[src/rtl/blsu_pkg.sv]
package blsu_pkg;

   localparam int unsigned VALUE_W  = 32;
   localparam int unsigned POS_W    = 8;
   localparam int unsigned KIND_W   = 3;
   localparam int unsigned STATUS_W = 2;

   localparam logic [KIND_W-1:0] REQ_READ      = 3'd0;
   localparam logic [KIND_W-1:0] REQ_INS_FRONT = 3'd1;
   localparam logic [KIND_W-1:0] REQ_INS_BACK  = 3'd2;
   localparam logic [KIND_W-1:0] REQ_REMOVE    = 3'd3;
   localparam logic [KIND_W-1:0] REQ_DUMP      = 3'd4;

   localparam logic [STATUS_W-1:0] ST_OK    = 2'd0;
   localparam logic [STATUS_W-1:0] ST_RANGE = 2'd1;
   localparam logic [STATUS_W-1:0] ST_FULL  = 2'd2;

   localparam logic signed [VALUE_W-1:0] MISS_VALUE = -32'sd1;

   typedef struct packed {
      logic [KIND_W-1:0]         req_type;
      logic [POS_W-1:0]          position;
      logic signed [VALUE_W-1:0] item_value;
   } req_beat_type;

   typedef struct packed {
      logic signed [VALUE_W-1:0] read_value;
      logic [STATUS_W-1:0]       status;
      logic                      last;
   } rsp_beat_type;

   typedef enum logic [1:0] {
      RD_REQ  = 2'd0,
      RD_IDX  = 2'd1,
      RD_NEXT = 2'd2
   } rd_sel_type;

   typedef enum logic [1:0] {
      WR_NONE  = 2'd0,
      WR_FRONT = 2'd1,
      WR_BACK  = 2'd2,
      WR_SHIFT = 2'd3
   } wr_kind_type;

   typedef enum logic [2:0] {
      RSP_DATA  = 3'd0,
      RSP_MISS  = 3'd1,
      RSP_OK    = 3'd2,
      RSP_RANGE = 3'd3,
      RSP_FULL  = 3'd4
   } rsp_kind_type;

   typedef struct packed {
      logic         accept;
      logic         idx_zero;
      logic         idx_inc;
      logic         count_dec;
      rd_sel_type   rd_sel;
      wr_kind_type  wr_kind;
      logic         rsp_load;
      rsp_kind_type rsp_kind;
      logic         rsp_last;
   } cmd_type;

   typedef struct packed {
      logic in_range;
      logic full;
      logic empty;
      logic walk_end;
      logic is_front;
      logic out_free;
   } stat_type;

endpackage

[src/rtl/bounded_indexed_list_store_unit.sv]
// Ordered list of up to CAPACITY signed 32-bit values held in a ring in one
// single-port-read RAM, tracked by a head slot and an entry count. Requests
// run one at a time. An in-range remove at position p walks from p to the end
// of the list, and a dump walks every entry; each step of these walks waits
// on the registered RAM read. A result beat waiting in the output register
// does not block the next request from being accepted. Storage needs no
// clearing after reset.
module bounded_indexed_list_store_unit #(
   parameter int unsigned CAPACITY = 32
) (
   input  logic                   clock,
   input  logic                   reset,
   input  logic                   req_valid,
   output logic                   req_stall,
   input  blsu_pkg::req_beat_type req_data,
   output logic                   rsp_valid,
   input  logic                   rsp_stall,
   output blsu_pkg::rsp_beat_type rsp_data
);

   blsu_pkg::cmd_type  cmd;
   blsu_pkg::stat_type stat;

   blsu_ctrl u_ctrl (
      .clock     (clock),
      .reset     (reset),
      .req_valid (req_valid),
      .req_kind  (req_data.req_type),
      .stat      (stat),
      .req_stall (req_stall),
      .cmd       (cmd)
   );

   blsu_dp #(
      .CAPACITY (CAPACITY)
   ) u_dp (
      .clock     (clock),
      .reset     (reset),
      .req_data  (req_data),
      .rsp_stall (rsp_stall),
      .rsp_valid (rsp_valid),
      .rsp_data  (rsp_data),
      .cmd       (cmd),
      .stat      (stat)
   );

endmodule

[src/rtl/blsu_ram.sv]
module blsu_ram #(
   parameter int unsigned WIDTH = 32,
   parameter int unsigned DEPTH = 32
) (
   input  logic                     clock,
   input  logic                     wr_en,
   input  logic [$clog2(DEPTH)-1:0] wr_addr,
   input  logic [WIDTH-1:0]         wr_data,
   input  logic [$clog2(DEPTH)-1:0] rd_addr,
   output logic [WIDTH-1:0]         rd_data
);

   logic [WIDTH-1:0] mem_ff [DEPTH];
   logic [WIDTH-1:0] rd_data_ff;

   always_ff @(posedge clock) begin
      if (wr_en) begin
         mem_ff[wr_addr] <= wr_data;
      end
      rd_data_ff <= mem_ff[rd_addr];
   end

   assign rd_data = rd_data_ff;

endmodule

[src/rtl/blsu_ctrl.sv]
module blsu_ctrl (
   input  logic                          clock,
   input  logic                          reset,
   input  logic                          req_valid,
   input  logic [blsu_pkg::KIND_W-1:0]   req_kind,
   input  blsu_pkg::stat_type            stat,
   output logic                          req_stall,
   output blsu_pkg::cmd_type             cmd
);

   typedef enum logic [6:0] {
      S_IDLE     = 7'b0000001,
      S_READ     = 7'b0000010,
      S_INSERT   = 7'b0000100,
      S_REMOVE   = 7'b0001000,
      S_SHIFT    = 7'b0010000,
      S_DUMP     = 7'b0100000,
      S_DUMP_OUT = 7'b1000000
   } state_type;

   state_type state_ff;
   state_type state_in;

   always_comb begin
      state_in  = state_ff;
      req_stall = 1'b1;
      cmd           = '0;
      cmd.rd_sel    = blsu_pkg::RD_IDX;
      cmd.wr_kind   = blsu_pkg::WR_NONE;
      cmd.rsp_kind  = blsu_pkg::RSP_OK;
      cmd.rsp_last  = 1'b1;
      case (state_ff)
         S_IDLE: begin
            req_stall  = 1'b0;
            cmd.rd_sel = blsu_pkg::RD_REQ;
            if (req_valid) begin
               cmd.accept   = 1'b1;
               cmd.idx_zero = (req_kind == blsu_pkg::REQ_DUMP);
               case (req_kind)
                  blsu_pkg::REQ_READ:      state_in = S_READ;
                  blsu_pkg::REQ_INS_FRONT: state_in = S_INSERT;
                  blsu_pkg::REQ_INS_BACK:  state_in = S_INSERT;
                  blsu_pkg::REQ_REMOVE:    state_in = S_REMOVE;
                  blsu_pkg::REQ_DUMP:      state_in = S_DUMP;
                  default:                 state_in = S_IDLE;
               endcase
            end
         end
         S_READ: begin
            if (stat.out_free) begin
               cmd.rsp_load = 1'b1;
               cmd.rsp_kind = stat.in_range ? blsu_pkg::RSP_DATA : blsu_pkg::RSP_MISS;
               state_in     = S_IDLE;
            end
         end
         S_INSERT: begin
            if (stat.out_free) begin
               cmd.rsp_load = 1'b1;
               if (stat.full) begin
                  cmd.rsp_kind = blsu_pkg::RSP_FULL;
               end else begin
                  cmd.rsp_kind = blsu_pkg::RSP_OK;
                  cmd.wr_kind  = stat.is_front ? blsu_pkg::WR_FRONT : blsu_pkg::WR_BACK;
               end
               state_in = S_IDLE;
            end
         end
         S_REMOVE: begin
            cmd.rd_sel = blsu_pkg::RD_NEXT;
            if (!stat.in_range) begin
               if (stat.out_free) begin
                  cmd.rsp_load = 1'b1;
                  cmd.rsp_kind = blsu_pkg::RSP_RANGE;
                  state_in     = S_IDLE;
               end
            end else if (stat.walk_end) begin
               if (stat.out_free) begin
                  cmd.rsp_load  = 1'b1;
                  cmd.rsp_kind  = blsu_pkg::RSP_OK;
                  cmd.count_dec = 1'b1;
                  state_in      = S_IDLE;
               end
            end else begin
               state_in = S_SHIFT;
            end
         end
         S_SHIFT: begin
            cmd.wr_kind = blsu_pkg::WR_SHIFT;
            cmd.idx_inc = 1'b1;
            state_in    = S_REMOVE;
         end
         S_DUMP: begin
            state_in = stat.empty ? S_IDLE : S_DUMP_OUT;
         end
         S_DUMP_OUT: begin
            if (stat.out_free) begin
               cmd.rsp_load = 1'b1;
               cmd.rsp_kind = blsu_pkg::RSP_DATA;
               cmd.rsp_last = stat.walk_end;
               cmd.idx_inc  = 1'b1;
               state_in     = stat.walk_end ? S_IDLE : S_DUMP;
            end
         end
         default: begin
            state_in = S_IDLE;
         end
      endcase
   end

   always_ff @(posedge clock) begin
      if (reset) begin
         state_ff <= S_IDLE;
      end else begin
         state_ff <= state_in;
      end
   end

endmodule

[src/rtl/blsu_dp.sv]
module blsu_dp #(
   parameter int unsigned CAPACITY = 32
) (
   input  logic                   clock,
   input  logic                   reset,
   input  blsu_pkg::req_beat_type req_data,
   input  logic                   rsp_stall,
   output logic                   rsp_valid,
   output blsu_pkg::rsp_beat_type rsp_data,
   input  blsu_pkg::cmd_type      cmd,
   output blsu_pkg::stat_type     stat
);

   localparam int unsigned SW   = $clog2(CAPACITY);
   localparam int unsigned CW   = $clog2(CAPACITY + 1);
   localparam int unsigned CMPW = (CW > blsu_pkg::POS_W) ? CW : blsu_pkg::POS_W;

   blsu_pkg::req_beat_type req_ff;
   logic [SW-1:0]          head_ff, head_in;
   logic [CW-1:0]          count_ff, count_in;
   logic [CW-1:0]          idx_ff, idx_in;
   logic [CW-1:0]          idx_next;
   logic                   rsp_valid_ff;
   blsu_pkg::rsp_beat_type rsp_ff, rsp_in;
   logic [SW-1:0]          head_dec;
   logic [SW-1:0]          rd_addr, wr_addr;
   logic                   wr_en;
   logic [blsu_pkg::VALUE_W-1:0] wr_data, rd_data;

   function automatic logic [SW-1:0] slot_of(input logic [SW-1:0] head,
                                             input logic [SW-1:0] off);
      logic [SW:0] sum;
      begin
         sum = {1'b0, head} + {1'b0, off};
         if (sum >= (SW+1)'(CAPACITY)) begin
            sum = sum - (SW+1)'(CAPACITY);
         end
         slot_of = sum[SW-1:0];
      end
   endfunction

   assign idx_next = idx_ff + CW'(1);
   assign head_dec = (head_ff == '0) ? SW'(CAPACITY - 1) : head_ff - SW'(1);

   always_comb begin
      case (cmd.rd_sel)
         blsu_pkg::RD_REQ:  rd_addr = slot_of(head_ff, req_data.position[SW-1:0]);
         blsu_pkg::RD_NEXT: rd_addr = slot_of(head_ff, idx_next[SW-1:0]);
         default:           rd_addr = slot_of(head_ff, idx_ff[SW-1:0]);
      endcase
   end

   always_comb begin
      wr_en   = 1'b1;
      wr_data = req_ff.item_value;
      case (cmd.wr_kind)
         blsu_pkg::WR_FRONT: wr_addr = head_dec;
         blsu_pkg::WR_BACK:  wr_addr = slot_of(head_ff, count_ff[SW-1:0]);
         blsu_pkg::WR_SHIFT: begin
            wr_addr = slot_of(head_ff, idx_ff[SW-1:0]);
            wr_data = rd_data;
         end
         default: begin
            wr_en   = 1'b0;
            wr_addr = head_ff;
         end
      endcase
   end

   blsu_ram #(
      .WIDTH (blsu_pkg::VALUE_W),
      .DEPTH (CAPACITY)
   ) u_ram (
      .clock   (clock),
      .wr_en   (wr_en),
      .wr_addr (wr_addr),
      .wr_data (wr_data),
      .rd_addr (rd_addr),
      .rd_data (rd_data)
   );

   always_comb begin
      head_in  = head_ff;
      count_in = count_ff;
      if (cmd.wr_kind == blsu_pkg::WR_FRONT) begin
         head_in  = head_dec;
         count_in = count_ff + CW'(1);
      end else if (cmd.wr_kind == blsu_pkg::WR_BACK) begin
         count_in = count_ff + CW'(1);
      end else if (cmd.count_dec) begin
         count_in = count_ff - CW'(1);
      end
   end

   always_comb begin
      idx_in = idx_ff;
      if (cmd.accept) begin
         idx_in = cmd.idx_zero ? '0 : req_data.position[CW-1:0];
      end else if (cmd.idx_inc) begin
         idx_in = idx_next;
      end
   end

   always_comb begin
      rsp_in.last = cmd.rsp_last;
      case (cmd.rsp_kind)
         blsu_pkg::RSP_DATA: begin
            rsp_in.read_value = signed'(rd_data);
            rsp_in.status     = blsu_pkg::ST_OK;
         end
         blsu_pkg::RSP_MISS: begin
            rsp_in.read_value = blsu_pkg::MISS_VALUE;
            rsp_in.status     = blsu_pkg::ST_RANGE;
         end
         blsu_pkg::RSP_RANGE: begin
            rsp_in.read_value = '0;
            rsp_in.status     = blsu_pkg::ST_RANGE;
         end
         blsu_pkg::RSP_FULL: begin
            rsp_in.read_value = '0;
            rsp_in.status     = blsu_pkg::ST_FULL;
         end
         default: begin
            rsp_in.read_value = '0;
            rsp_in.status     = blsu_pkg::ST_OK;
         end
      endcase
   end

   always_ff @(posedge clock) begin
      if (reset) begin
         head_ff      <= '0;
         count_ff     <= '0;
         rsp_valid_ff <= 1'b0;
      end else begin
         head_ff      <= head_in;
         count_ff     <= count_in;
         rsp_valid_ff <= cmd.rsp_load | (rsp_valid_ff & rsp_stall);
      end
   end

   always_ff @(posedge clock) begin
      idx_ff <= idx_in;
      if (cmd.accept) begin
         req_ff <= req_data;
      end
      if (cmd.rsp_load) begin
         rsp_ff <= rsp_in;
      end
   end

   assign stat.in_range = CMPW'(req_ff.position) < CMPW'(count_ff);
   assign stat.full     = (count_ff == CW'(CAPACITY));
   assign stat.empty    = (count_ff == '0);
   assign stat.walk_end = (idx_next == count_ff);
   assign stat.is_front = (req_ff.req_type == blsu_pkg::REQ_INS_FRONT);
   assign stat.out_free = ~rsp_valid_ff | ~rsp_stall;

   assign rsp_valid = rsp_valid_ff;
   assign rsp_data  = rsp_ff;

endmodule

[config.mk]
export PLATFORM = sky130hd
export DESIGN_NAME = bounded_indexed_list_store_unit
export DESIGN_NICKNAME = d
export VERILOG_FILES = /design/src/rtl/blsu_pkg.sv /design/src/rtl/bounded_indexed_list_store_unit.sv /design/src/rtl/blsu_ram.sv /design/src/rtl/blsu_ctrl.sv /design/src/rtl/blsu_dp.sv
export SDC_FILE = /design/constraint.sdc
export NUM_CORES = 1
export LEC_CHECK = 0
export ABC_CLOCK_PERIOD_IN_PS = 18800
export BUFFER_PORTS_ARGS = -buffer_cell sky130_fd_sc_hd__buf_4
export CAP_MARGIN = 20
export CORE_MARGIN = 1.5
export CORE_UTILIZATION = 50
export CTS_CLUSTER_DIAMETER = 30
export DETAILED_ROUTE_END_ITERATION = 12
export GPL_ROUTABILITY_DRIVEN = 0
export PLACE_DENSITY_LB_ADDON = 0.12
export SYNTH_ARGS = -nofsm -noshare
export SYNTH_HDL_FRONTEND = slang
export SYNTH_HIERARCHICAL = 1
export SYNTH_SLANG_ARGS = --single-unit
[constraint.sdc]
create_clock -name clock -period 18.8 [get_ports clock]
set_clock_uncertainty 0.15 [all_clocks]
set_input_delay 5.64 -clock clock [delete_from_list [all_inputs] [get_ports clock]]
set_output_delay 5.64 -clock clock [all_outputs]
set_load 0.02 [all_outputs]
==> results of run 1 <==
cells in the mapped netlist, types with 34 or more instances:
cell type | count | area share
edfxtp_1 | 1108 | 0.72
mux2i_1 | 513 | 0.11
nand2_1 | 123 | 0.010
a21oi_1 | 112 | 0.012
nand3_1 | 111 | 0.012
a22oi_1 | 97 | 0.016
a22o_1 | 64 | 0.012
nor2_1 | 64 | 0.0052
clkbuf_1 | 57 | 0.0046
dfxtp_1 | 51 | 0.022
buf_2 | 38 | 0.0041
nor3_1 | 38 | 0.0041
buf_4 | 36 | 0.0059
mux2_2 | 34 | 0.0083
o21a_1 | 34 | 0.0055
layout make-up:
| cell class | count | area (µm²) |
|---|---|---|
| Inverter | 20 | 75.1 |
| Tap cell | 1186 | 1480 |
| Multi-Input combinational cell | 1403 | 11200 |
| Fill cell | 6573 | 35400 |
| Sequential cell | 1159 | 34300 |
| Clock buffer | 243 | 5680 |
| Clock inverter | 177 | 2060 |
| Timing Repair Buffer | 132 | 1370 |
through the flow:
| step | hold WS (ns) | util | setup WS (ns) |
|---|---|---|---|
| finish | 0.382 | 0.614 | 8.77 |
| global route | 0.406 | 0.614 | 8.60 |
| CTS | 0.385 | 0.612 | 8.90 |
| detailed placement | 0.371 | 0.527 | 8.07 |
| global placement | 0.373 | 0.523 | 8.08 |
| floorplan | 0.350 | - | 8.74 |
report_power, final:
part | total [W] | internal (W) | switching (W)
Combinational | 0.000911 | 0.000296 | 0.000615
Sequential | 0.00297 | 0.00293 | 0.0000439
Clock | 0.00396 | 0.00259 | 0.00137
worst paths after layout:
kind,endpoint,slack (ns),depth (start not counted)
worst max-delay path,u_dp/u_ram/rd_data[22]$_DFF_P_,8.77,12
worst min-delay path,u_dp/rsp_data[19]$_DFFE_PP_,0.38,1
worst max register to register,u_dp/u_ram/rd_data[22]$_DFF_P_,11.76,14
worst min register to register,u_dp/rsp_data[19]$_DFFE_PP_,0.38,1
state kept, by name, indices dropped and copies added (netlist names):
name,count
u_dp/u_ram/mem_ff,1024
u_dp/req_ff,43
u_dp/rsp_valid,1
u_dp/rsp_data,35
u_dp/head_ff,5
u_dp/idx_ff,6
u_dp/u_ram/rd_data,32
u_dp/count_ff,6
u_ctrl/state_ff,7
logic make-up after synthesis:
kind of cell,after synthesis,share of synthesized area
AND/OR/NAND/NOR,405,0.0429
buffers and inverters,174,0.0211
adder cells (fa/ha/maj),26,0.00754
XOR/XNOR,32,0.00665
multiplexers,548,0.120
AO/OA/AOI/OAI,392,0.0582
flip-flops,1159,0.744
critical path: stages:
cell	delay [ns]
buf_4	0.12
nand2_1	0.05
o21ai_0	0.09
ha_1	0.31
mux2_8	0.74
buf_12	0.67
buf_12	0.79
buf_12	0.73
mux2i_1	0.31
a22oi_1	0.14
nand3_1	0.18
nand3_1	0.10
metal layers:
layer,up-vias,part of all wire,GRT usage
met3,138,0.073,0.0453
met5,-,0,0
met2,955,0.45,0.354
li1,11200,-,-
met1,13000,0.46,0.360
met4,0,0.015,0.0654
==> impl_metrics.yaml, run 1 <==
setup_path:
  r2r-start: "u_ctrl/state_ff[2]$_SDFFE_PP0P_"
  cp-start-kind: "input pin"
  cp_data_arrival_time_ns: 10.50
  endpoint_kind: "flip-flop"
  crit_type: "input pin to flip-flop"
  worstPathRequired_ns: 19.27
  crit_start: "req_data[32]"
  crit_fanout: 138
route:
  drt-total-wl_um: 112000
  drcViolationCount: 0
  vias_per_cell: 5.87
  route.vias.total: 25400
  drt_iter0_drc: 2244
  ant_nets: 0
  drt_first_pass_iters: 5
  post_drt_wl_per_cell_um: 25.8
yosys:
  syn_inst: 2736
  syn_area_per_cell_um2: 16.9
  ys_seq_area_frac: 0.744
  synth-seq-cells: 1159
  synth_area_mm2: 0.0461
  synth_cell_types: 70
  synth_edf_count: 1108
  async_reset_ff_frac: 0
  ys_warn_count: 6
  synth_nets: 2809
  synth_flop_cell: "edfxtp_1"
global_routing:
  grt_pass1_vias: 25200
  grt.overflow.total: 0
  grt_pass1_wl_um: 165000
  grt_usage: 0.238
  grt_max_degree: 139
  antenna_found_initial: 3
cts:
  clkLatencyLatePin_ns: 0.81
  cts-resized-gates: 0
  cts.sinks: 1159
  tritoncts: "done"
  cts_setup_buffers: 0
  htree_num_levels: 4
  clockRootBuffer: "clkbuf_16"
  clockBufferDepth: 3
  path_clk_slew_ns: 0.05
  ctsHoldBuffers: 0
  cts_buffers: 221
sta:
  timing.final.hold_violations: 0
  fin_crit_sh: 0.533
  slew_viol_final: 0
  max_clock_freq_mhz: 99.7
  fin_setup_tns_ns: 0
  max_slew_margin: 0.287
  rsz0062_at_grt: "no"
  tightest_slew_ns: 1.07
  finalSetupViolCount: 0
  period_minus_slack_ns: 10.03
power_and_ir_drop:
  power.total_w: 0.00784
  p_leak_nw: 20.0
  irDropWorstVdd_mv: 0.0981
  power.density_mw_per_mm2: 140
floorplan:
  initial_core_util: 0.504
  die_w_um: 307
  chipHeight_um: 307
  core_mm2: 0.0915
  row_count: 111
  ios: 84
  die-area_mm2: 0.0941
final_layout:
  drive_gt1_frac: 0.193
  layout_commonest_cell: "edfxtp_1"
  instances_no_fill: 4320
  area_growth_pct: 21.8
  stdcell_area_mm2: 0.0562
  final_net_count: 3010
  diodes: 0
  layout_common_cells: "edfxtp_1 (1108), mux2i_1 (513), clkbuf_16 (222), nand2_1 (121), a21oi_1 (112)"
place:
  dpl.hpwl_um: 65000
  placedCellCount: 3891
  port_buffers: 83
  postPlaceCellArea_mm2: 0.0482
outcome:
  outcome: "complete, no violations"
job:
  maxCapViolations: 0
worst_hold_path:
  hold_path_class: "flip-flop to flip-flop"
  min_from: "u_dp/u_ram/rd_data[16]$_DFF_P_"
(Power assumes the default switching activity.)
==> inputs of run 2 (changes only) <==
- ABC_CLOCK_PERIOD_IN_PS: 18800 -> 9400
- clock period: 18.8 -> 9.4 ns (I/O delays scaled with it)
==> run 2 against run 1 <==
Effect of this change: worst hold slack got worse by 0.0045 ns; highest routed layer is now met5; via count is 0.35% lower; die area is the same; first-iteration DRC count rose by 5.5%.
==> impl_metrics.yaml, run 2 (synthesis gave the netlist of run 1 again) <==
final_layout:
  drive_gt1_frac: 0.188
  layout_commonest_cell: "edfxtp_1"
  top_register: "u_dp/u_ram/mem_ff"
  seq_area_mm2: 0.0343
  multi_input_area_mm2: 0.0112
  instances_no_fill: 4305
  final_net_count: 3001
  diodes: 0
  largest_reg_flops: 1024
  stdcell_area_mm2: 0.0561
  n_fill_cell: 6562
  area_growth_pct: 21.6
  fin_util: 0.613
  layout_common_cells: "edfxtp_1 (1108), mux2i_1 (513), clkbuf_16 (222), nand2_1 (121), a21oi_1 (112)"
floorplan:
  ios: 84
  row_count: 111
  initial_core_util: 0.504
  die_w_um: 307
  die-area_mm2: 0.0941
  core_mm2: 0.0915
  chipHeight_um: 307
power_and_ir_drop:
  power.density_mw_per_mm2: 284
  p_leak_nw: 20.0
  irDropWorstVdd_mv: 0.224
setup_path:
  r2r_end: "u_dp/u_ram/rd_data[30]$_DFF_P_"
  crit_end: "u_dp/u_ram/mem_ff[25][4]$_DFFE_PP_"
  cp-start-kind: "input pin"
  crit_type: "input pin to flip-flop"
  slowest_stage: "nor2_4"
  r2r_slack_ns: 3.41
  r2r_cells: 16
  critPathMaxStageDelay_ns: 0.99
  crit_fanout: 32
  path_cells: "buf_4 > nand2_1 > clkinv_1 > o41ai_2 > buf_4 > nor2b_1 > nand3_1 > o31a_1 > o31ai_1 > xnor2_1 > nand3b_1 > nor2_4"
  r2r-start: "u_ctrl/state_ff[2]$_SDFFE_PP0P_"
  cp_data_arrival_time_ns: 7.26
  worstPathRequired_ns: 9.62
  endpoint_kind: "flip-flop"
  cpMostUsedCell: "buf_4"
  crit_start: "rsp_stall"
global_routing:
  grt_max_degree: 147
  grt_pass1_vias: 25200
  grt.overflow.total: 0
  grt_usage: 0.246
  antenna_found_initial: 5
  grt_pass1_wl_um: 168000
cts:
  cts.sinks: 1159
  cts-resized-gates: 0
  tritoncts: "done"
  path_clk_slew_ns: 0.05
  cts_setup_buffers: 0
  clockRootBuffer: "clkbuf_16"
  cts_buffers: 218
  clockBufferDepth: 3
  clkLatencyLatePin_ns: 0.78
  htree_num_levels: 4
  ctsHoldBuffers: 0
job:
  maxCapViolations: 0
sta:
  fin_setup_tns_ns: 0
  slew_viol_final: 0
  timing.hold.ws_ns: 0.378
  period_minus_slack_ns: 7.03
  max_slew_margin: 0.203
  tightest_slew_ns: 1.20
  rsz0062_at_grt: "no"
  max_clock_freq_mhz: 142
  finalSetupViolCount: 0
  fin_crit_sh: 0.748
  timing.final.hold_violations: 0
route:
  vias_per_cell: 5.87
  drcViolationCount: 0
  drt-total-wl_um: 116000
  route.vias.total: 25300
  drt_first_pass_iters: 5
  drt_iter0_drc: 2367
  post_drt_wl_per_cell_um: 26.9
  ant_nets: 0
worst_hold_path:
  hold_path_class: "flip-flop to flip-flop"
place:
  port_buffers: 83
  placedCellCount: 3879
  dpl.hpwl_um: 68500
  postPlaceCellArea_mm2: 0.0480
outcome:
  outcome: "complete, no violations"
==> run 2: cell count changes in the layout (fill, tap and decap cells not counted), sizes merged <==
| cell | previous run | this run |
|---|---|---|
| clkinv | 101 | 77 |
| bufinv | 28 | 40 |
| buf | 132 | 126 |
| clkbuf | 243 | 249 |
| inv | 43 | 37 |
| clkinvlp | 25 | 28 |
==> run 2: area by class of cell <==
class,count,share of cell area
Timing Repair Buffer,126,0.0224
Tap cell,1186,0.0265
Clock buffer,249,0.102
Multi-Input combinational cell,1403,0.200
Inverter,20,0.00134
Sequential cell,1159,0.611
Clock inverter,162,0.0370
==> run 2: worst min-delay path by stage <==
| stage | endpoint | start | cells after the start | slack, ns |
|---|---|---|---|---|
| 2_1_floorplan | u_dp/rsp_data[10]$_DFFE_PP_ | u_dp/u_ram/rd_data[7]$_DFF_P_ | 1 | 0.35 |
| 3_3_place_gp | u_dp/rsp_valid$_SDFF_PP0_ | u_dp/rsp_valid$_SDFF_PP0_ | 2 | 0.37 |
| 3_5_place_dp | u_dp/rsp_valid$_SDFF_PP0_ | u_dp/rsp_valid$_SDFF_PP0_ | 2 | 0.36 |
| 4_1_cts | u_dp/rsp_valid$_SDFF_PP0_ | u_dp/rsp_valid$_SDFF_PP0_ | 2 | 0.38 |
| 5_1_grt | u_dp/rsp_valid$_SDFF_PP0_ | u_dp/rsp_valid$_SDFF_PP0_ | 2 | 0.44 |
| 6_report | u_dp/rsp_valid$_SDFF_PP0_ | u_dp/rsp_valid$_SDFF_PP0_ | 2 | 0.38 |
==> run 2: routing by layer <==
layer / share of wire / routed length [µm] / track usage
met4: 0.017 / 1990 / 0.0647
met3: 0.092 / 10600 / 0.0714
met2: 0.45 / 52100 / 0.368
met1: 0.44 / 51000 / 0.354
met5: 0.00025 / 29 / 0
==> run 2: report_power, final <==
part / internal, W / switching, W / total, W
Clock: 0.00546 / 0.00262 / 0.00808
Sequential: 0.00585 / 0.000137 / 0.00599
Combinational: 0.000597 / 0.00125 / 0.00185
==> run 2: worst max-delay path, delay by kind of cell <==
| kind | cells | cell delay, ns |
|---|---|---|
| and+or+nand+nor | 5 | 2.07 |
| xor gates and xnor gates | 1 | 0.88 |
| buffers and inverters | 3 | 0.78 |
| AOI/OAI and AO/OA | 3 | 0.67 |
==> run 2: metrics by stage <==
stage	total power, W	worst slack [ns]
finish	0.0159	2.37
global placement	0.00789	1.78
global route	0.0164	2.17
CTS	0.0160	2.53
detailed placement	0.00791	1.74
floorplan	0.00719	2.16
